`config.mk`:
```
export PLATFORM = sky130hd
export DESIGN_NAME = mmc_card_command_responder_unit_flat
export DESIGN_NICKNAME = d
export VERILOG_FILES = /design/src/rtl/mmcr_pkg.sv /design/src/rtl/mmcr_if.sv /design/src/rtl/mmc_card_command_responder_unit.sv /design/src/rtl/mmcr_csr_regs.sv /design/src/rtl/mmcr_resp_logic.sv /design/src/flat_wrapper.sv
export SDC_FILE = /design/constraint.sdc
export NUM_CORES = 1
export LEC_CHECK = 0
export BUFFER_PORTS_ARGS = -buffer_cell sky130_fd_sc_hd__buf_2
export CORE_AREA = 5 5 200 202
export DETAILED_ROUTE_END_ITERATION = 8
export DIE_AREA = 0 0 205 207
export GPL_ROUTABILITY_DRIVEN = 0
export GPL_TIMING_DRIVEN = 0
export PLACE_DENSITY = 0.83
export SLEW_MARGIN = 20
export SYNTH_ARGS = -nofsm -noshare
export SYNTH_HDL_FRONTEND = slang
export SYNTH_HIERARCHICAL = 1
export SYNTH_SLANG_ARGS = --single-unit
```
`constraint.sdc`:
```
create_clock -name clock -period 7.55 [get_ports clock]
set_input_delay 0.755 -clock clock [delete_from_list [all_inputs] [get_ports clock]]
set_output_delay 0.755 -clock clock [all_outputs]
set_load 0.02 [all_outputs]
```
`src/rtl/mmcr_pkg.sv`:
```
// ----------------------------------------------------------------------------
// mmcr_pkg
// Shared types and constants of the card command responder: command codes,
// data operation codes, register indexes, response constants and the structs
// that pass between the responder modules.
// ----------------------------------------------------------------------------
package mmcr_pkg;

   // Field widths
   localparam int CMD_W      = 6;
   localparam int WORD_W     = 32;
   localparam int RCA_W      = 16;
   localparam int SSIZE_W    = 16;
   localparam int SHIFT_W    = 4;
   localparam int OP_W       = 2;
   localparam int CSR_IDX_W  = 2;

   // Command codes
   localparam logic [CMD_W-1:0] CMD_GO_IDLE        = 6'd0;
   localparam logic [CMD_W-1:0] CMD_ALL_SEND_CID   = 6'd2;
   localparam logic [CMD_W-1:0] CMD_SET_RCA        = 6'd3;
   localparam logic [CMD_W-1:0] CMD_SET_DSR        = 6'd4;
   localparam logic [CMD_W-1:0] CMD_SWITCH         = 6'd6;
   localparam logic [CMD_W-1:0] CMD_SELECT         = 6'd7;
   localparam logic [CMD_W-1:0] CMD_SEND_CSD       = 6'd9;
   localparam logic [CMD_W-1:0] CMD_SEND_CID       = 6'd10;
   localparam logic [CMD_W-1:0] CMD_READ_DAT_UNTIL = 6'd11;
   localparam logic [CMD_W-1:0] CMD_STOP_TRANS     = 6'd12;
   localparam logic [CMD_W-1:0] CMD_SEND_STATUS    = 6'd13;
   localparam logic [CMD_W-1:0] CMD_BUS_TEST_R     = 6'd14;
   localparam logic [CMD_W-1:0] CMD_SET_BLOCKLEN   = 6'd16;
   localparam logic [CMD_W-1:0] CMD_READ_SINGLE    = 6'd17;
   localparam logic [CMD_W-1:0] CMD_READ_MULTIPLE  = 6'd18;
   localparam logic [CMD_W-1:0] CMD_WRITE_DAT_UNTIL = 6'd20;
   localparam logic [CMD_W-1:0] CMD_SET_BLOCK_CNT  = 6'd23;
   localparam logic [CMD_W-1:0] CMD_WRITE_SINGLE   = 6'd24;
   localparam logic [CMD_W-1:0] CMD_WRITE_MULTIPLE = 6'd25;
   localparam logic [CMD_W-1:0] CMD_SET_WP         = 6'd28;
   localparam logic [CMD_W-1:0] CMD_CLR_WP         = 6'd29;
   localparam logic [CMD_W-1:0] CMD_SEND_WP        = 6'd30;
   localparam logic [CMD_W-1:0] CMD_ERASE_START    = 6'd35;
   localparam logic [CMD_W-1:0] CMD_ERASE_END      = 6'd36;
   localparam logic [CMD_W-1:0] CMD_ERASE_GROUP    = 6'd37;
   localparam logic [CMD_W-1:0] CMD_SD_SEND_OP     = 6'd41;
   localparam logic [CMD_W-1:0] CMD_LOCK_UNLOCK    = 6'd42;
   localparam logic [CMD_W-1:0] CMD_APP_CMD        = 6'd55;
   localparam logic [CMD_W-1:0] CMD_GEN_CMD        = 6'd56;

   // Data operation codes
   localparam logic [OP_W-1:0] OP_NONE          = 2'd0;
   localparam logic [OP_W-1:0] OP_READ_SINGLE   = 2'd1;
   localparam logic [OP_W-1:0] OP_READ_MULTIPLE = 2'd2;
   localparam logic [OP_W-1:0] OP_WRITE_SINGLE  = 2'd3;

   // Configuration register indexes
   localparam logic [CSR_IDX_W-1:0] CSR_SECTOR_SIZE     = 2'd0;
   localparam logic [CSR_IDX_W-1:0] CSR_SECTOR_COUNT    = 2'd1;
   localparam logic [CSR_IDX_W-1:0] CSR_BLOCK_SIZE_LOG2 = 2'd2;

   // Reset values
   localparam logic [SSIZE_W-1:0] SECTOR_SIZE_RST     = 16'd512;
   localparam logic [WORD_W-1:0]  SECTOR_COUNT_RST    = 32'd0;
   localparam logic [SHIFT_W-1:0] BLOCK_SIZE_LOG2_RST = 4'd9;
   localparam logic [RCA_W-1:0]   RCA_RST             = 16'h0010;

   // Response constants
   localparam logic [WORD_W-1:0] BLOCK_LEN_OK    = 32'd512;
   localparam logic [WORD_W-1:0] SELECT_STATUS   = 32'h0000_0800;
   localparam logic [WORD_W-1:0] CARD_STATUS     = 32'h0000_0100;
   localparam logic [WORD_W-1:0] OCR_DEFAULT     = 32'h80FF_8000;
   localparam logic [WORD_W-1:0] OCR_BUSY_DONE   = 32'h8000_0000;
   localparam logic [WORD_W-1:0] CSD_WORD0       = 32'h1209_0132;
   localparam logic [WORD_W-1:0] CSD_WORD1_BASE  = 32'h0FF9_1000;
   localparam logic [WORD_W-3:0] CSD_WORD2_LOW   = 30'h0926_D001;
   localparam logic [WORD_W-1:0] CSD_WORD3       = 32'h8240_0001;
   localparam logic [WORD_W-1:0] CID_WORD0       = 32'hABCD_EF61;
   localparam logic [WORD_W-1:0] CID_WORD1       = 32'h6E74_6973;
   localparam logic [WORD_W-1:0] CID_WORD2       = 32'h5A78_5634;
   localparam logic [WORD_W-1:0] CID_WORD3       = 32'h1200_4A01;

   // Configuration seen by the response logic
   typedef struct packed {
      logic [SSIZE_W-1:0] sector_size;
      logic [WORD_W-1:0]  sector_count;
      logic [SHIFT_W-1:0] block_size_log2;
   } cfg_type;

   // Card identification state
   typedef struct packed {
      logic             identified;
      logic [RCA_W-1:0] rca;
   } card_state_type;

   // One response
   typedef struct packed {
      logic [WORD_W-1:0] resp_word0;
      logic [WORD_W-1:0] resp_word1;
      logic [WORD_W-1:0] resp_word2;
      logic [WORD_W-1:0] resp_word3;
      logic              timed_out;
      logic [OP_W-1:0]   data_op;
      logic [WORD_W-1:0] block_address;
   } rsp_type;

endpackage

```
`src/rtl/mmcr_if.sv`:
```
// ----------------------------------------------------------------------------
// mmcr interfaces
// Valid/ready channels of the responder: command requests, responses and
// configuration register writes.
// ----------------------------------------------------------------------------
interface mmcr_req_if import mmcr_pkg::*; ();
   logic              valid;
   logic              ready;
   logic [CMD_W-1:0]  command_index;
   logic [WORD_W-1:0] argument;

   modport source (output valid, output command_index, output argument, input ready);
   modport sink   (input valid, input command_index, input argument, output ready);
endinterface

interface mmcr_rsp_if import mmcr_pkg::*; ();
   logic              valid;
   logic              ready;
   logic [WORD_W-1:0] resp_word0;
   logic [WORD_W-1:0] resp_word1;
   logic [WORD_W-1:0] resp_word2;
   logic [WORD_W-1:0] resp_word3;
   logic              timed_out;
   logic [OP_W-1:0]   data_op;
   logic [WORD_W-1:0] block_address;

   modport source (output valid, output resp_word0, output resp_word1, output resp_word2,
                   output resp_word3, output timed_out, output data_op,
                   output block_address, input ready);
   modport sink   (input valid, input resp_word0, input resp_word1, input resp_word2,
                   input resp_word3, input timed_out, input data_op,
                   input block_address, output ready);
endinterface

interface mmcr_csr_if import mmcr_pkg::*; ();
   logic                 valid;
   logic                 ready;
   logic [CSR_IDX_W-1:0] index;
   logic [WORD_W-1:0]    data;

   modport source (output valid, output index, output data, input ready);
   modport sink   (input valid, input index, input data, output ready);
endinterface

```
`src/rtl/mmc_card_command_responder_unit.sv`:
```
// ----------------------------------------------------------------------------
// mmc_card_command_responder_unit
// Card-side SD/MMC command responder: one response per command request.
// ----------------------------------------------------------------------------
// Takes one command request per clock while responses are taken and returns
// one response per request, in order. A request is registered on acceptance
// in the input register, decoded in the next cycle (address checks, CSD
// capacity multiply, identification state update) in the single decode stage
// and its response held in an output register. When the response is not
// taken, the output register stalls, and the input register stalls as well
// while it holds a request. Configuration writes are taken every cycle and
// apply to requests decoded afterwards.
module mmc_card_command_responder_unit import mmcr_pkg::*; (
   input  logic      clock,
   input  logic      reset,
   mmcr_req_if.sink  req_bus,
   mmcr_rsp_if.source rsp_bus,
   mmcr_csr_if.sink  csr_bus
);

   cfg_type           cfg;
   card_state_type    card_ff;
   card_state_type    card_in;
   card_state_type    card_nxt;
   rsp_type           rsp_calc;
   rsp_type           rsp_ff;
   logic              rsp_valid_ff;
   logic              req_valid_ff;
   logic [CMD_W-1:0]  cmd_ff;
   logic [WORD_W-1:0] arg_ff;
   logic              out_load;
   logic              in_load;

   mmcr_csr_regs u_csr_regs (
      .clock   (clock),
      .reset   (reset),
      .csr_bus (csr_bus),
      .cfg     (cfg)
   );

   mmcr_resp_logic u_resp_logic (
      .command_index (cmd_ff),
      .argument      (arg_ff),
      .cfg           (cfg),
      .card_cur      (card_ff),
      .card_nxt      (card_nxt),
      .rsp           (rsp_calc)
   );

   // Advance when the next stage has room
   assign out_load      = !rsp_valid_ff || rsp_bus.ready;
   assign in_load       = !req_valid_ff || out_load;
   assign req_bus.ready = in_load;

   // Input register
   always_ff @(posedge clock) begin
      if (reset) begin
         req_valid_ff <= 1'b0;
      end else if (in_load) begin
         req_valid_ff <= req_bus.valid;
      end
   end

   always_ff @(posedge clock) begin
      if (in_load && req_bus.valid) begin
         cmd_ff <= req_bus.command_index;
         arg_ff <= req_bus.argument;
      end
   end

   // Update card state as a request moves to the output
   always_comb begin
      card_in = card_ff;
      if (req_valid_ff && out_load) card_in = card_nxt;
   end

   always_ff @(posedge clock) begin
      if (reset) begin
         card_ff.identified <= 1'b0;
         card_ff.rca        <= RCA_RST;
      end else begin
         card_ff <= card_in;
      end
   end

   // Output register
   always_ff @(posedge clock) begin
      if (reset) begin
         rsp_valid_ff <= 1'b0;
      end else if (out_load) begin
         rsp_valid_ff <= req_valid_ff;
      end
   end

   always_ff @(posedge clock) begin
      if (out_load && req_valid_ff) begin
         rsp_ff <= rsp_calc;
      end
   end

   // Drive the response channel
   assign rsp_bus.valid         = rsp_valid_ff;
   assign rsp_bus.resp_word0    = rsp_ff.resp_word0;
   assign rsp_bus.resp_word1    = rsp_ff.resp_word1;
   assign rsp_bus.resp_word2    = rsp_ff.resp_word2;
   assign rsp_bus.resp_word3    = rsp_ff.resp_word3;
   assign rsp_bus.timed_out     = rsp_ff.timed_out;
   assign rsp_bus.data_op       = rsp_ff.data_op;
   assign rsp_bus.block_address = rsp_ff.block_address;

endmodule

```
`src/rtl/mmcr_csr_regs.sv`:
```
// ----------------------------------------------------------------------------
// mmcr_csr_regs
// Configuration registers: sector size, sector count and block size shift,
// written through the register write channel.
// ----------------------------------------------------------------------------
module mmcr_csr_regs import mmcr_pkg::*; (
   input  logic          clock,
   input  logic          reset,
   mmcr_csr_if.sink      csr_bus,
   output cfg_type       cfg
);

   cfg_type cfg_ff;
   cfg_type cfg_in;

   // Always take writes
   assign csr_bus.ready = 1'b1;

   // Decode the register index
   always_comb begin
      cfg_in = cfg_ff;
      if (csr_bus.valid) begin
         case (csr_bus.index)
            CSR_SECTOR_SIZE:     cfg_in.sector_size     = csr_bus.data[SSIZE_W-1:0];
            CSR_SECTOR_COUNT:    cfg_in.sector_count    = csr_bus.data;
            CSR_BLOCK_SIZE_LOG2: cfg_in.block_size_log2 = csr_bus.data[SHIFT_W-1:0];
            default:             cfg_in = cfg_ff;
         endcase
      end
   end

   always_ff @(posedge clock) begin
      if (reset) begin
         cfg_ff.sector_size     <= SECTOR_SIZE_RST;
         cfg_ff.sector_count    <= SECTOR_COUNT_RST;
         cfg_ff.block_size_log2 <= BLOCK_SIZE_LOG2_RST;
      end else begin
         cfg_ff <= cfg_in;
      end
   end

   assign cfg = cfg_ff;

endmodule

```
`src/rtl/mmcr_resp_logic.sv`:
```
// ----------------------------------------------------------------------------
// mmcr_resp_logic
// Command decoder: builds the response words, timeout flag, data operation
// and block address of one command, and the card state it leaves behind.
// ----------------------------------------------------------------------------
module mmcr_resp_logic import mmcr_pkg::*; (
   input  logic [CMD_W-1:0]  command_index,
   input  logic [WORD_W-1:0] argument,
   input  cfg_type           cfg,
   input  card_state_type    card_cur,
   output card_state_type    card_nxt,
   output rsp_type           rsp
);

   logic [WORD_W-1:0] addr_arg;
   logic              addr_match;
   logic              arg_zero;
   logic [WORD_W-1:0] capacity;
   logic [RCA_W-1:0]  blks;
   logic [WORD_W-1:0] shifted_arg;
   logic              send_cid;

   // Address compare and capacity
   assign addr_arg    = {card_cur.rca, {RCA_W{1'b0}}};
   assign addr_match  = (argument == addr_arg);
   assign arg_zero    = (argument == '0);
   assign capacity    = {{(WORD_W-SSIZE_W){1'b0}}, cfg.sector_size} * cfg.sector_count;
   assign blks        = capacity[WORD_W-1:WORD_W-RCA_W];
   assign shifted_arg = argument >> cfg.block_size_log2;

   // Decode the command
   always_comb begin
      rsp      = '0;
      card_nxt = card_cur;
      send_cid = 1'b0;
      case (command_index)
         CMD_READ_SINGLE: begin
            rsp.data_op       = OP_READ_SINGLE;
            rsp.block_address = shifted_arg;
         end
         CMD_READ_MULTIPLE: begin
            rsp.data_op       = OP_READ_MULTIPLE;
            rsp.block_address = shifted_arg;
         end
         CMD_WRITE_SINGLE: begin
            rsp.data_op       = OP_WRITE_SINGLE;
            rsp.block_address = shifted_arg;
         end
         CMD_GO_IDLE: begin
            card_nxt.identified = 1'b0;
         end
         CMD_ALL_SEND_CID: begin
            if (card_cur.identified) rsp.timed_out = 1'b1;
            else                     send_cid      = 1'b1;
         end
         CMD_SET_RCA: begin
            card_nxt.rca        = argument[WORD_W-1:WORD_W-RCA_W];
            card_nxt.identified = 1'b1;
            rsp.resp_word0      = {argument[WORD_W-1:WORD_W-RCA_W], {RCA_W{1'b0}}};
         end
         CMD_SELECT: begin
            if (!arg_zero) begin
               if (addr_match) rsp.resp_word0 = SELECT_STATUS;
               else            rsp.timed_out  = 1'b1;
            end
         end
         CMD_SEND_CSD: begin
            if (addr_match) begin
               rsp.resp_word0 = CSD_WORD0;
               rsp.resp_word1 = CSD_WORD1_BASE | {18'd0, blks[RCA_W-1:2]};
               rsp.resp_word2 = {blks[1:0], CSD_WORD2_LOW};
               rsp.resp_word3 = CSD_WORD3;
            end else begin
               rsp.timed_out = 1'b1;
            end
         end
         CMD_SEND_CID: begin
            if (addr_match) send_cid      = 1'b1;
            else            rsp.timed_out = 1'b1;
         end
         CMD_SEND_STATUS: begin
            if (addr_match) rsp.resp_word0 = CARD_STATUS;
            else            rsp.timed_out  = 1'b1;
         end
         CMD_SET_BLOCKLEN: begin
            if (argument != BLOCK_LEN_OK) rsp.timed_out = 1'b1;
         end
         CMD_APP_CMD: begin
            if (addr_match || arg_zero) rsp.resp_word0 = argument;
            else                        rsp.timed_out  = 1'b1;
         end
         CMD_SD_SEND_OP: begin
            rsp.resp_word0 = arg_zero ? OCR_DEFAULT : (argument | OCR_BUSY_DONE);
         end
         CMD_SET_DSR, CMD_SWITCH, CMD_READ_DAT_UNTIL, CMD_STOP_TRANS, CMD_BUS_TEST_R,
         CMD_WRITE_DAT_UNTIL, CMD_SET_BLOCK_CNT, CMD_WRITE_MULTIPLE, CMD_SET_WP,
         CMD_CLR_WP, CMD_SEND_WP, CMD_ERASE_START, CMD_ERASE_END, CMD_ERASE_GROUP,
         CMD_LOCK_UNLOCK, CMD_GEN_CMD: begin
            rsp.timed_out = 1'b0;
         end
         default: begin
            rsp.timed_out = 1'b1;
         end
      endcase

      // Overlay the card identification words
      if (send_cid) begin
         rsp.resp_word0 = CID_WORD0;
         rsp.resp_word1 = CID_WORD1;
         rsp.resp_word2 = CID_WORD2;
         rsp.resp_word3 = CID_WORD3;
      end
   end

endmodule
```
`src/flat_wrapper.sv`:
```
// flat-port wrapper written by rule: the top's interface ports become plain ports
module mmc_card_command_responder_unit_flat import mmcr_pkg::*;
  (clock, reset, req_bus_valid, req_bus_command_index, req_bus_argument, req_bus_ready, rsp_bus_valid, rsp_bus_resp_word0, rsp_bus_resp_word1, rsp_bus_resp_word2, rsp_bus_resp_word3, rsp_bus_timed_out, rsp_bus_data_op, rsp_bus_block_address, rsp_bus_ready, csr_bus_valid, csr_bus_index, csr_bus_data, csr_bus_ready);
  mmcr_req_if req_bus_i ();
  mmcr_rsp_if rsp_bus_i ();
  mmcr_csr_if csr_bus_i ();
  input  logic clock;
  input  logic reset;
  input wire logic [$bits(req_bus_i.valid)-1:0] req_bus_valid;
  input wire logic [$bits(req_bus_i.command_index)-1:0] req_bus_command_index;
  input wire logic [$bits(req_bus_i.argument)-1:0] req_bus_argument;
  output wire logic [$bits(req_bus_i.ready)-1:0] req_bus_ready;
  output wire logic [$bits(rsp_bus_i.valid)-1:0] rsp_bus_valid;
  output wire logic [$bits(rsp_bus_i.resp_word0)-1:0] rsp_bus_resp_word0;
  output wire logic [$bits(rsp_bus_i.resp_word1)-1:0] rsp_bus_resp_word1;
  output wire logic [$bits(rsp_bus_i.resp_word2)-1:0] rsp_bus_resp_word2;
  output wire logic [$bits(rsp_bus_i.resp_word3)-1:0] rsp_bus_resp_word3;
  output wire logic [$bits(rsp_bus_i.timed_out)-1:0] rsp_bus_timed_out;
  output wire logic [$bits(rsp_bus_i.data_op)-1:0] rsp_bus_data_op;
  output wire logic [$bits(rsp_bus_i.block_address)-1:0] rsp_bus_block_address;
  input wire logic [$bits(rsp_bus_i.ready)-1:0] rsp_bus_ready;
  input wire logic [$bits(csr_bus_i.valid)-1:0] csr_bus_valid;
  input wire logic [$bits(csr_bus_i.index)-1:0] csr_bus_index;
  input wire logic [$bits(csr_bus_i.data)-1:0] csr_bus_data;
  output wire logic [$bits(csr_bus_i.ready)-1:0] csr_bus_ready;
  assign req_bus_i.valid = req_bus_valid;
  assign req_bus_i.command_index = req_bus_command_index;
  assign req_bus_i.argument = req_bus_argument;
  assign req_bus_ready = req_bus_i.ready;
  assign rsp_bus_valid = rsp_bus_i.valid;
  assign rsp_bus_resp_word0 = rsp_bus_i.resp_word0;
  assign rsp_bus_resp_word1 = rsp_bus_i.resp_word1;
  assign rsp_bus_resp_word2 = rsp_bus_i.resp_word2;
  assign rsp_bus_resp_word3 = rsp_bus_i.resp_word3;
  assign rsp_bus_timed_out = rsp_bus_i.timed_out;
  assign rsp_bus_data_op = rsp_bus_i.data_op;
  assign rsp_bus_block_address = rsp_bus_i.block_address;
  assign rsp_bus_i.ready = rsp_bus_ready;
  assign csr_bus_i.valid = csr_bus_valid;
  assign csr_bus_i.index = csr_bus_index;
  assign csr_bus_i.data = csr_bus_data;
  assign csr_bus_ready = csr_bus_i.ready;
  mmc_card_command_responder_unit u_core (.clock(clock), .reset(reset), .req_bus(req_bus_i), .rsp_bus(rsp_bus_i), .csr_bus(csr_bus_i));
endmodule
```
# Word level (Yosys, flattened, before mapping)
# Cells that the tools add are included.
# W data, S select, Z words.
# word_totals
out_inout_bits,166
elab_cells,96
ff_bits,272
input_bits,77
# classes
muxes,19
eq_ne,32
bitwise,2
mul,1
reduce_logical,20
shifts,1
# op_table
operator,count
$pmux W32 S6,1
$mux W125,1
$pmux W34 S3,1
$mux W95,1
$eq A6 B5 Y1 const B,10
$eq A6 B6 Y1 const B,7
$eq A6 B4 Y1 const B,6
$eq A32 B32 Y1,1
$logic_not A32 Y1,1
$mul A16 B32 Y32,1
$mux W32,1
$ne A32 B10 Y1 const B,1
$shr A32 B4 Y32,1
$mux W31,1
$mux W12,2
$reduce_or A22 Y1,1
$eq A6 B3 Y1 const B,3
$eq A6 B2 Y1 const B,2
$reduce_and A2 Y1,5
$mux W9,1
$mux W1,7
$logic_not A6 Y1,1
$pmux W1 S6,1
$reduce_or A3 Y1,2
10 further kinds,16

# Logic depth before layout (Yosys ltp)
# Gate-level depths: netlist of the first run.
# depth
word_depth,4
ltp_mapped,24
ltp_nobuf,22

# Cells and area by module
# Netlist of the first run, hierarchy kept.
# by_module_without_submodules
module,instances,cells_per_inst,area_per_inst_um2,seq_area_each_um2
mmcr_resp_logic,1,1742,14156.1,0.0
mmc_card_command_responder_unit,1,284,6875.3,6416.2
mmcr_csr_regs,1,213,2220.9,1041.0

# Least setup slack after synthesis of the first run
# OpenSTA, ideal clock, no wires.
# synth_path
path_kind,register to register
startpoint,reg u_core.u_csr_regs.cfg_ff (netlist bit u_core/u_csr_regs/cfg[39])
endpoint,reg u_core.rsp_ff (netlist bit u_core/rsp_bus.resp_word1[10]) (data pin)
required_ps,7284
stages_incl_launch_ff,23
path_buffers,2
arrival_time_ps,5798
setup_slack_ps,1486
synth_period_minus_slack_ps,6064
setup_time_ps,266
path_cell_list,dfxtp_1 clkbuf_1 clkbuf_1 nand2_1 fa_1 fa_1 fa_1 inv_1 fa_1 fa_1 inv_1 fa_1 inv_1 ha_1 a21o_1 a21oi_1 nor3b_1 o211ai_2 a32oi_2 o21ai_0 o31ai_1 xor2_1 nor2_1
# synth_between
elab_chain_cells,1
# synth_rtl
item,line,source
start: declaration,mmcr_csr_regs.sv:13,cfg_type cfg_ff;
start signal: assignment,mmcr_csr_regs.sv:38,cfg_ff <= cfg_in;
$mul A16 B32 Y32,mmcr_resp_logic.sv:27,"assign capacity = {{(WORD_W-SSIZE_W){1'b0}}, cfg.sector_size} * cfg.sector_count;"
end signal: assignment,mmc_card_command_responder_unit.sv:97,rsp_ff <= rsp_calc;
end: declaration,mmc_card_command_responder_unit.sv:26,rsp_type rsp_ff;
# Every way passes these cells.
# A chain may end at the register's enable or synchronous reset.

# Final worst setup path of the first run
# Ends and elaborated chain as after synthesis.

==> results of run 1 <==
## layer usage
layer / share of wire [%] / GRT usage [%]
met5: 0.14 / 0
met4: 4.6 / 10.79
met3: 11 / 6.178
met2: 47 / 45.84
met1: 37 / 37.44
## worst paths after layout
| path | to | from | slack [ps] | depth (start not counted) |
|---|---|---|---|---|
| worst min register to register | u_core/u_csr_regs/cfg[26] | u_core/u_csr_regs/cfg[26] | 480 | 2 |
| worst min-delay path | u_core/arg_ff[23] | req_bus_argument[23] | 340 | 1 |
| worst max register to register | u_core/rsp_bus.resp_word1[10] | u_core/u_csr_regs/cfg[39] | 380 | 22 |
| worst max-delay path | u_core/rsp_bus.resp_word1[10] | u_core/u_csr_regs/cfg[39] | 380 | 22 |
## Yosys cell counts (37+ instances only)
| cell type | number |
|---|---|
| xnor2_1 | 48 |
| and2_1 | 150 |
| edfxtp_1 | 201 |
| inv_1 | 347 |
| a211oi_1 | 37 |
| nand2b_1 | 120 |
| buf_4 | 81 |
| nor2_1 | 59 |
| ha_1 | 62 |
| dfxtp_1 | 71 |
| clkbuf_1 | 98 |
| mux2i_1 | 97 |
| fa_1 | 303 |
| nand2_1 | 314 |
## worst max-delay path, cell delays in order (launching register included)
cell and delay [ps]:
dfxtp_1 390, clkbuf_1 500, clkbuf_2 410, nand2_1 120
fa_1 500, fa_1 510, fa_1 510, inv_1 50
fa_1 480, fa_1 490, inv_1 50, fa_1 470
inv_1 40, ha_1 340, a21o_1 180, a21oi_1 190
nor3b_1 280, o211ai_2 240, a32oi_2 310, o21ai_0 220
o31ai_1 330, xor2_1 190, nor2_1 60
## layout make-up
type	instances	area, um2
multi-input cells	1459	13560
fillers	2726	11810
flip-flops and latches	272	7457
inverters	348	1306
repair buffers	243	1261
plain buffers	198	1102
clock buffers	37	812.0
well taps	518	648.1
clock inverters	18	142.6
diodes	5	12.51
## flip-flops by register name, summed over array words and instances (netlist names)
register / count
u_core/u_csr_regs/cfg: 52
u_core/arg_ff: 32
u_core/rsp_bus.block_address: 32
u_core/rsp_bus.resp_word0: 32
u_core/rsp_bus.resp_word1: 32
u_core/rsp_bus.resp_word2: 32
u_core/rsp_bus.resp_word3: 32
u_core/card_ff: 17
u_core/cmd_ff: 6
u_core/rsp_bus.data_op: 2
u_core/req_valid_ff: 1
u_core/rsp_bus.timed_out: 1
u_core/rsp_bus.valid: 1
## power by group through the flow
stage	Sequential, mW	Combinational [mW]	Clock (mW)
CTS	1.72	0.489	1.43
global placement	1.76	0.466	0
global route	1.73	0.535	1.49
finish	1.72	0.498	1.40
detailed placement	1.75	0.484	0
floorplan	1.79	0.271	0
## kinds of logic (layout without fill, tap and decap cells)
group	after synthesis	in the layout	share of synthesized area [%]
buf+inv	546	844	10.32
mux	132	132	6.403
simple gates	710	710	15.11
xor+xnor	62	62	2.335
compound gates	150	150	4.310
other cells	2	45	0.03230
flops	272	272	32.07
fa+ha+maj	365	365	29.42
## per-stage QoR
stage               setup slack, ps  area (um2)  hold WS, ps  util, %
detailed placement            37.55       25320        464.7    66.45
CTS                           15.84       26280        324.1    68.96
floorplan                      1486       23390        447.5        -
global placement              138.6       25250        458.3    66.26
finish                        379.8       26300        341.5    69.01
global route                  120.7       26290        322.8    69.00
==> reports/results.txt, run 1 <==
Register area share after synthesis - 32.07%
Crit-path max FO - 10
Crit share post-route - 94.97%
RSZ-0062 raised after global routing - no
Post-synth EDFFs - 201
Power Density - 137.9 nW/um2
Type of the worst min-delay path - in2reg
Synth top area cells - fa_1, edfxtp_1, dfxtp_1
Total CTS buffers - 30
Gr usage total - 28.22%
WL final - 59.86 mm
Maximum VDD drop - 164.0 uV
Reg power frac - 47.6%
Leak - 11.77 nW
Final Setup Violations - 0
Remaining Overflow, GRT - 0
Power Total - 3.627 mW
Antenna viol nets, final - 0
Core Footprint - 38110 um2
DRC violations left - 0
Die width - 205 um
CTS tree - built
Clock Sinks - 272
Die Ht - 207 um
Most common cell after layout, fill and taps aside - inv_1
Synth Cell Area - 23250 um2
# Post-CTS Setup Buffers - 0
Worst setup EP type - register
Skew final - 11.30 ps
Fmax - 139.5 MHz
WL per Instance - 19.32 um
Via count - 17040
Slew headroom - 28.69%
Clock network power share - 38.7%
Worst EP arrival - 7480 ps
Cells after Synth - 2239
FP Rows - 72
FFs w/ async S/R, synth - 0%
Area of the die - 42440 um2
Post-DP HPWL - 46.95 mm
Post-synth top area share - 26.09%
Yosys top cell by area - fa_1
I/O pins - 243
Layout cell share with drive strength beyond 1 - 17.20%
Clk root buf - clkbuf_16
Min Tclk post-route - 7170 ps
Least-Margin Pin Slew - 1069 ps
CP required - 7860 ps
Most frequent cells in the layout - inv_1, nand2_1, fa_1
Initial antenna violation count - 8
Initial DRC Count - 1549
Crit path kind - reg2reg
Nets - 2994
DP Cell Count - 3038
#FFs+latches synth - 272
Int Pwr - 2.631 mW
Outcome - finished, final reports clean
Reg clk slew, reported paths - 70 ps
Final std cells w/o fill - 3098
Worst skew pair latency - 590 ps
Area growth syn-to-layout - 13.10%
Starting Density - 61.02%
CTS resizes - 1
Worst Setup Start Kind - register
Final Hold Fails - 0
Vias/cell - 5.501
Vias in the first global route - 17710
Distinct cells, synth - 59
Switching Share - 27.46%
Slew Limit Fails - 0
Aggregate negative setup slack - 0 ps
Number of max-cap violations - 0
H-tree levels - 1
Comb power frac - 13.7%
Net switching power - 0.9961 mW
Synth Area per Inst - 10.39 um2
First-pass GRT wire length - 94.88 mm
Port buffer count - 241
DR pass1 iterations - 6
Synth warn - 6
CTS Hold Bufs - 0
Largest net degree at the start of global routing - 113
Clock tree buffer depth - 3
Synth Flop Type - edfxtp_1
Note: power is estimated with default switching activity, not from simulation.
==> inputs of run 2 (changes only) <==
Settings changed: CORE_AREA 5 5 200 202 to 5 5 224 226, DIE_AREA 0 0 205 207 to 0 0 229 231, PLACE_DENSITY 0.83 to 0.68.
==> reports/results.txt, run 2 (same netlist as run 1, synthesis figures left out) <==
Power Total - 3.810 mW (+5.0%)
Initial DRC Count - 1216 (-21%)
CP startpoint - u_core/u_csr_regs/cfg[37]
Clock network power share - 41.7% (+3.0 points)
CP required - 7870 ps (about the same)
Largest net degree at the start of global routing - 101 (-11%)
Layout cell share with drive strength beyond 1 - 17.26% (+0.058 points)
Crit path kind - reg2reg
Clock tree buffer depth - 3 (unchanged)
# Post-CTS Setup Buffers - 0 (unchanged)
Worst reg-to-reg setup slack - 360 ps (about the same)
WL per Instance - 19.21 um (-0.60%)
Reg-to-Reg Start - u_core/u_csr_regs/cfg[37]
DRC violations left - 0 (unchanged)
Number of max-cap violations - 0 (unchanged)
Die Ht - 231 um (+12%)
Final Setup Violations - 0 (unchanged)
Vias/cell - 5.225 (-5.0%)
Hold Crit Start - req_bus_argument[8]
DR pass1 iterations - 5 (-1)
Worst skew pair latency - 600 ps (about the same)
Initial antenna violation count - 9 (+1)
Leak - 11.83 nW (+0.50%)
CTS Hold Bufs - 0 (unchanged)
Remaining Overflow, GRT - 0 (unchanged)
Vias in the first global route - 17180 (-3.0%)
Final Hold Fails - 0 (unchanged)
Total CTS buffers - 31 (+3.3%)
Least-Margin Pin Slew - 947.2 ps (-121.4 ps)
Comb power frac - 13.0% (-0.7 points)
Switching Share - 26.94% (-0.53 points)
Fin area - 26530 um2 (+0.89%)
Reg power frac - 45.3% (-2.3 points)
Maximum VDD drop - 170.5 uV (+3.9%)
Reg area - 7457 um2 (unchanged)
Outcome - finished, final reports clean
First-pass GRT wire length - 96.41 mm (+1.6%)
Area growth syn-to-layout - 14.11%
DP Cell Count - 3142 (+3.4%)
Reg clk slew, reported paths - 70 ps (about the same)
Most common cell after layout, fill and taps aside - inv_1
Port buffer count - 241 (unchanged)
Slew Limit Fails - 0 (unchanged)
Crit share post-route - 95.17% (+0.20 points)
Layout filler cell count - 4148 (+52%)
I/O pins - 243 (unchanged)
Worst Setup Start Kind - register
FP Rows - 81 (+13%)
Hold WS - 324.3 ps (-17.22 ps)
Starting Density - 48.30% (-13 points)
Type of the worst min-delay path - in2reg
Die width - 229 um (+12%)
Final std cells w/o fill - 3203 (+3.4%)
Worst EP arrival - 7510 ps (+30 ps)
Gr usage total - 22.94% (-5.3 points)
Clk root buf - clkbuf_16
Placed Instance Area - 25450 um2 (+0.51%)
Worst setup EP type - register
Post-DP HPWL - 48.55 mm (+3.4%)
Core Footprint - 48140 um2 (+26%)
WL final - 61.52 mm (+2.8%)
Area of the die - 52900 um2 (+25%)
Reg2reg path depth - 20 (-9.1%)
Skew final - 27.04 ps (+15.74 ps)
RSZ-0062 raised after global routing - no
Slew headroom - 36.79% (+8.1 points)
Clock Sinks - 272 (unchanged)
Crit-path max FO - 10 (unchanged)
Nets - 2995 (+0.033%)
Footprint of the multi-input gates - 13560 um2 (unchanged)
Critical path endpoint - u_core/rsp_bus.resp_word1[13]
Min Tclk post-route - 7185 ps (+14.81 ps)
Fmax - 139.2 MHz (-0.21%)
Power Density - 143.6 nW/um2 (+4.1%)
CTS tree - built
Via count - 16740 (-1.8%)
Number of flip-flops in the largest register - 52 (unchanged)
Net switching power - 1.026 mW (+3.0%)
Most frequent cells in the layout - inv_1, nand2_1, fa_1
Antenna viol nets, final - 0 (unchanged)
R2r endpoint - u_core/rsp_bus.resp_word1[13]
Int Pwr - 2.784 mW (+5.8%)
H-tree levels - 1 (unchanged)
run 2: cell types whose count changed in the layout (fill, tap and decap cells not counted), sizes merged:
cell and change:
clkinvlp -1, diode -2, inv -1, clkinv +4, bufinv +5, clkbuf -4
run 2: layer usage:
metal / vias to the layer above / wire length [um] / track usage, % / part of all wire (%)
met5: - / 85 / 0 / 0.14
met4: 10 / 1930 / 7.123 / 3.1
met3: 137 / 5724 / 5.411 / 9.3
met2: 805 / 28680 / 37.09 / 47
met1: 8236 / 25100 / 31.02 / 41
li1: 7547 / - / - / -
run 2: stage by stage:
stage / setup slack, ps / setup TNS, ps / utilization (%)
floorplan: 1486 / 0 / -
global placement: 17.58 / 0 / 52.72
CTS: 16.29 / 0 / 55.09
global route: 38.74 / 0 / 55.12
finish: 365.0 / 0 / 55.12
detailed placement: -155.0 / -202.8 / 52.87
run 2: layout make-up:
class,count,area share (%)
antenna,3,0.02829
tap,622,2.933
timing repair buffer,243,4.753
inverter,348,4.923
multi-input combinational,1459,51.09
clock buffer,33,2.952
clock inverter,25,1.061
buffer,198,4.155
sequential,272,28.11
run 2: critical path, stage by stage, from the launching register on:
cell      delay, ps
dfxtp_1         540
clkbuf_1        420
clkbuf_2        460
nand2_1         150
fa_1            540
fa_1            570
fa_1            450
fa_1            550
inv_1            50
fa_1            510
fa_1            430
ha_1            340
nand4_1         100
a21oi_1         160
a22oi_2         140
o211ai_2        360
a32oi_2         220
o31ai_2         470
a311oi_2        170
xnor2_1         200
o21ai_1          80
run 2: worst min-delay path by stage:
stage,to,slack [ps],cells after the start
after global placement,u_core/u_csr_regs/cfg[40],460,2
after detailed placement,u_core/u_csr_regs/cfg[26],470,2
after floorplan,u_core/u_csr_regs/cfg[26],450,2
final,u_core/arg_ff[8],320,1
after CTS,u_core/arg_ff[23],300,1
after global routing,u_core/arg_ff[21],300,1
run 2: timing repair:
item,4_1_cts,5_1_grt
endpoints found under the setup margin,2,5
cloned,0,0
gates resized for setup,2,5
run 2: power groups by stage:
stage	logic, mW	clock network, mW	registers, mW
floorplan	0.271	0	1.79
global placement	0.474	0	1.76
CTS	0.491	1.63	1.73
global route	0.537	1.69	1.73
finish	0.494	1.59	1.73
detailed placement	0.487	0	1.76
==> inputs of run 3 (changes only) <==
Settings changed: CORE_AREA 5 5 224 226 to 2 2 221 223, CTS_CLUSTER_SIZE set to 30, DIE_AREA 0 0 229 231 to 0 0 223 225.
==> reports/results.txt, run 3 (same netlist as run 1, synthesis figures left out) <==
Clock Sinks - 272 (unchanged)
Starting Density - 48.91% (+0.60 points)
Die width - 223 um (-2.6%)
H-tree levels - 1 (unchanged)
Met2 WL - 27.90 mm (-2.7%)
Antenna viol nets, final - 0 (unchanged)
WL met3 - 4.721 mm (-18%)
Final Setup Violations - 0 (unchanged)
WL per Instance - 18.99 um (-1.1%)
DR pass1 iterations - 8 (+3)
DP Worst Slack - -61.90 ps (+93.14 ps)
FP Rows - 80 (-1.2%)
Slew headroom - 36.43% (-0.36 points)
Fmax - 138.1 MHz (-0.81%)
Layout cell share with drive strength beyond 1 - 17.17% (-0.096 points)
Highest routed layer - met5
Clock network power share - 39.7% (-2.0 points)
CP required - 7870 ps (about the same)
Via count - 16660 (-0.46%)
Reg power frac - 46.9% (+1.6 points)
Crit share post-route - 95.94% (+0.78 points)
Core Footprint - 47550 um2 (-1.2%)
Clk root buf - clkbuf_16
Post-DP HPWL - 47.61 mm (-1.9%)
Min Tclk post-route - 7244 ps (+58.52 ps)
DRC violations left - 0 (unchanged)
CTS tree - built
Vias/cell - 5.217 (-0.15%)
Die Ht - 225 um (-2.6%)
RSZ-0062 raised after global routing - no
Leak - 11.79 nW (-0.39%)
Largest net degree at the start of global routing - 104 (+3.0%)
Reg clk slew, reported paths - 70 ps (about the same)
Total CTS buffers - 30 (-3.2%)
Least-Margin Pin Slew - 952.6 ps (+5.409 ps)
Switching Share - 27.75% (+0.81 points)
Int Pwr - 2.661 mW (-4.4%)
Most frequent cells in the layout - inv_1, nand2_1, fa_1
Crit-path max FO - 10 (unchanged)
Hold WS - 332.3 ps (+7.981 ps)
Initial antenna violation count - 8 (-1)
Final Hold Fails - 0 (unchanged)
I/O pins - 243 (unchanged)
Net switching power - 1.022 mW (-0.43%)
Worst EP arrival - 7560 ps (+50 ps)
Clock tree buffer depth - 3 (unchanged)
Maximum VDD drop - 176.1 uV (+3.3%)
WL final - 60.64 mm (-1.4%)
Slew Limit Fails - 0 (unchanged)
Fin worst setup slack - 306.5 ps (-58.52 ps)
First-pass GRT wire length - 94.80 mm (-1.7%)
Final std cells w/o fill - 3193 (-0.31%)
Gr usage total - 24.35% (+1.4 points)
Outcome - finished, final reports clean
Number of flip-flops in the largest register - 52 (unchanged)
Worst Setup Start Kind - register
Type of the worst min-delay path - in2reg
Comb power frac - 13.4% (+0.4 points)
Most common cell after layout, fill and taps aside - inv_1
CTS Hold Bufs - 0 (unchanged)
Vias in the first global route - 16810 (-2.1%)
Core Util, Final - 55.61% (+0.49 points)
Number of max-cap violations - 0 (unchanged)
Port buffer count - 241 (unchanged)
M1 WL - 26.16 mm (+4.2%)
Skew final - 14.48 ps (-12.56 ps)
Initial DRC Count - 1196 (-1.6%)
Power Density - 139.3 nW/um2 (-3.0%)
Crit path kind - reg2reg
Worst setup EP type - register
Remaining Overflow, GRT - 0 (unchanged)
Nets - 2994 (-0.033%)
DP Cell Count - 3135 (-0.22%)
Area of the die - 50180 um2 (-5.1%)
Worst skew pair latency - 600 ps (about the same)
Area growth syn-to-layout - 13.70%
# Post-CTS Setup Buffers - 0 (unchanged)
==> run 3: cell types whose count changed in the layout (fill, tap and decap cells not counted), sizes merged <==
cell | before | now
bufinv | 5 | 2
clkbuf | 131 | 129
clkinv | 14 | 15
clkinvlp | 3 | 4
==> run 3: metal layers <==
| metal | GRT usage, % | vias to the layer above |
|---|---|---|
| li1 | - | 7542 |
| met1 | 34.53 | 8253 |
| met2 | 38.53 | 747 |
| met3 | 3.794 | 114 |
| met4 | 8.032 | 2 |
| met5 | 0 | - |
==> run 3: layout make-up <==
type,instances,area (um2)
well taps,615,769.5
repair buffers,243,1261
plain buffers,198,1102
diodes,3,7.507
inverters,348,1306
clock buffers,31,754.5
multi-input cells,1459,13560
fillers,4150,21110
clock inverters,24,224.0
flip-flops and latches,272,7457
==> run 3: worst paths after layout <==
path / start / endpoint / slack (ps) / cells after the start
max reg2reg: u_core/u_csr_regs/cfg[39] / u_core/rsp_bus.resp_word1[10] / 310 / 22
min reg2reg: u_core/u_csr_regs/cfg[1] / u_core/u_csr_regs/cfg[1] / 480 / 2
min: req_bus_argument[21] / u_core/arg_ff[21] / 330 / 1
max: u_core/u_csr_regs/cfg[39] / u_core/rsp_bus.resp_word1[10] / 310 / 22
==> run 3: what timing repair did <==
action | CTS | global route
gates resized for setup | 1 | 7
pin swaps | 0 | 0
endpoints found under the setup margin | 1 | 5
==> run 3: critical path, cell delays in order (launching register included) <==
cell and delay, ps:
dfxtp_1 390, clkbuf_1 580, clkbuf_2 410, nand2_1 120, fa_1 490, fa_1 510, fa_1 510, inv_1 50
fa_1 490, fa_1 490, inv_1 50, fa_1 470, inv_1 40, ha_1 340, a21o_1 180, a21oi_1 210
nor3b_1 260, o211ai_2 210, a32oi_2 350, o21ai_0 250, o31ai_1 310, xor2_1 180, nor2_1 60
==> run 3: power by group through the flow <==
stage	sequential (mW)	combinational [mW]	clock, mW
2_1_floorplan	1.79	0.271	0
3_3_place_gp	1.76	0.474	0
3_5_place_dp	1.76	0.486	0
4_1_cts	1.73	0.490	1.49
5_1_grt	1.73	0.536	1.55
6_report	1.73	0.494	1.46
==> run 3: metrics by stage <==
stage / power (mW) / area (um2) / setup TNS (ps)
after CTS: 3.710 / 26420 / 0
final: 3.683 / 26440 / 0
after detailed placement: 2.244 / 25440 / -61.90
after global placement: 2.232 / 25370 / -4.253
after floorplan: 2.062 / 23390 / 0
after global routing: 3.814 / 26440 / 0
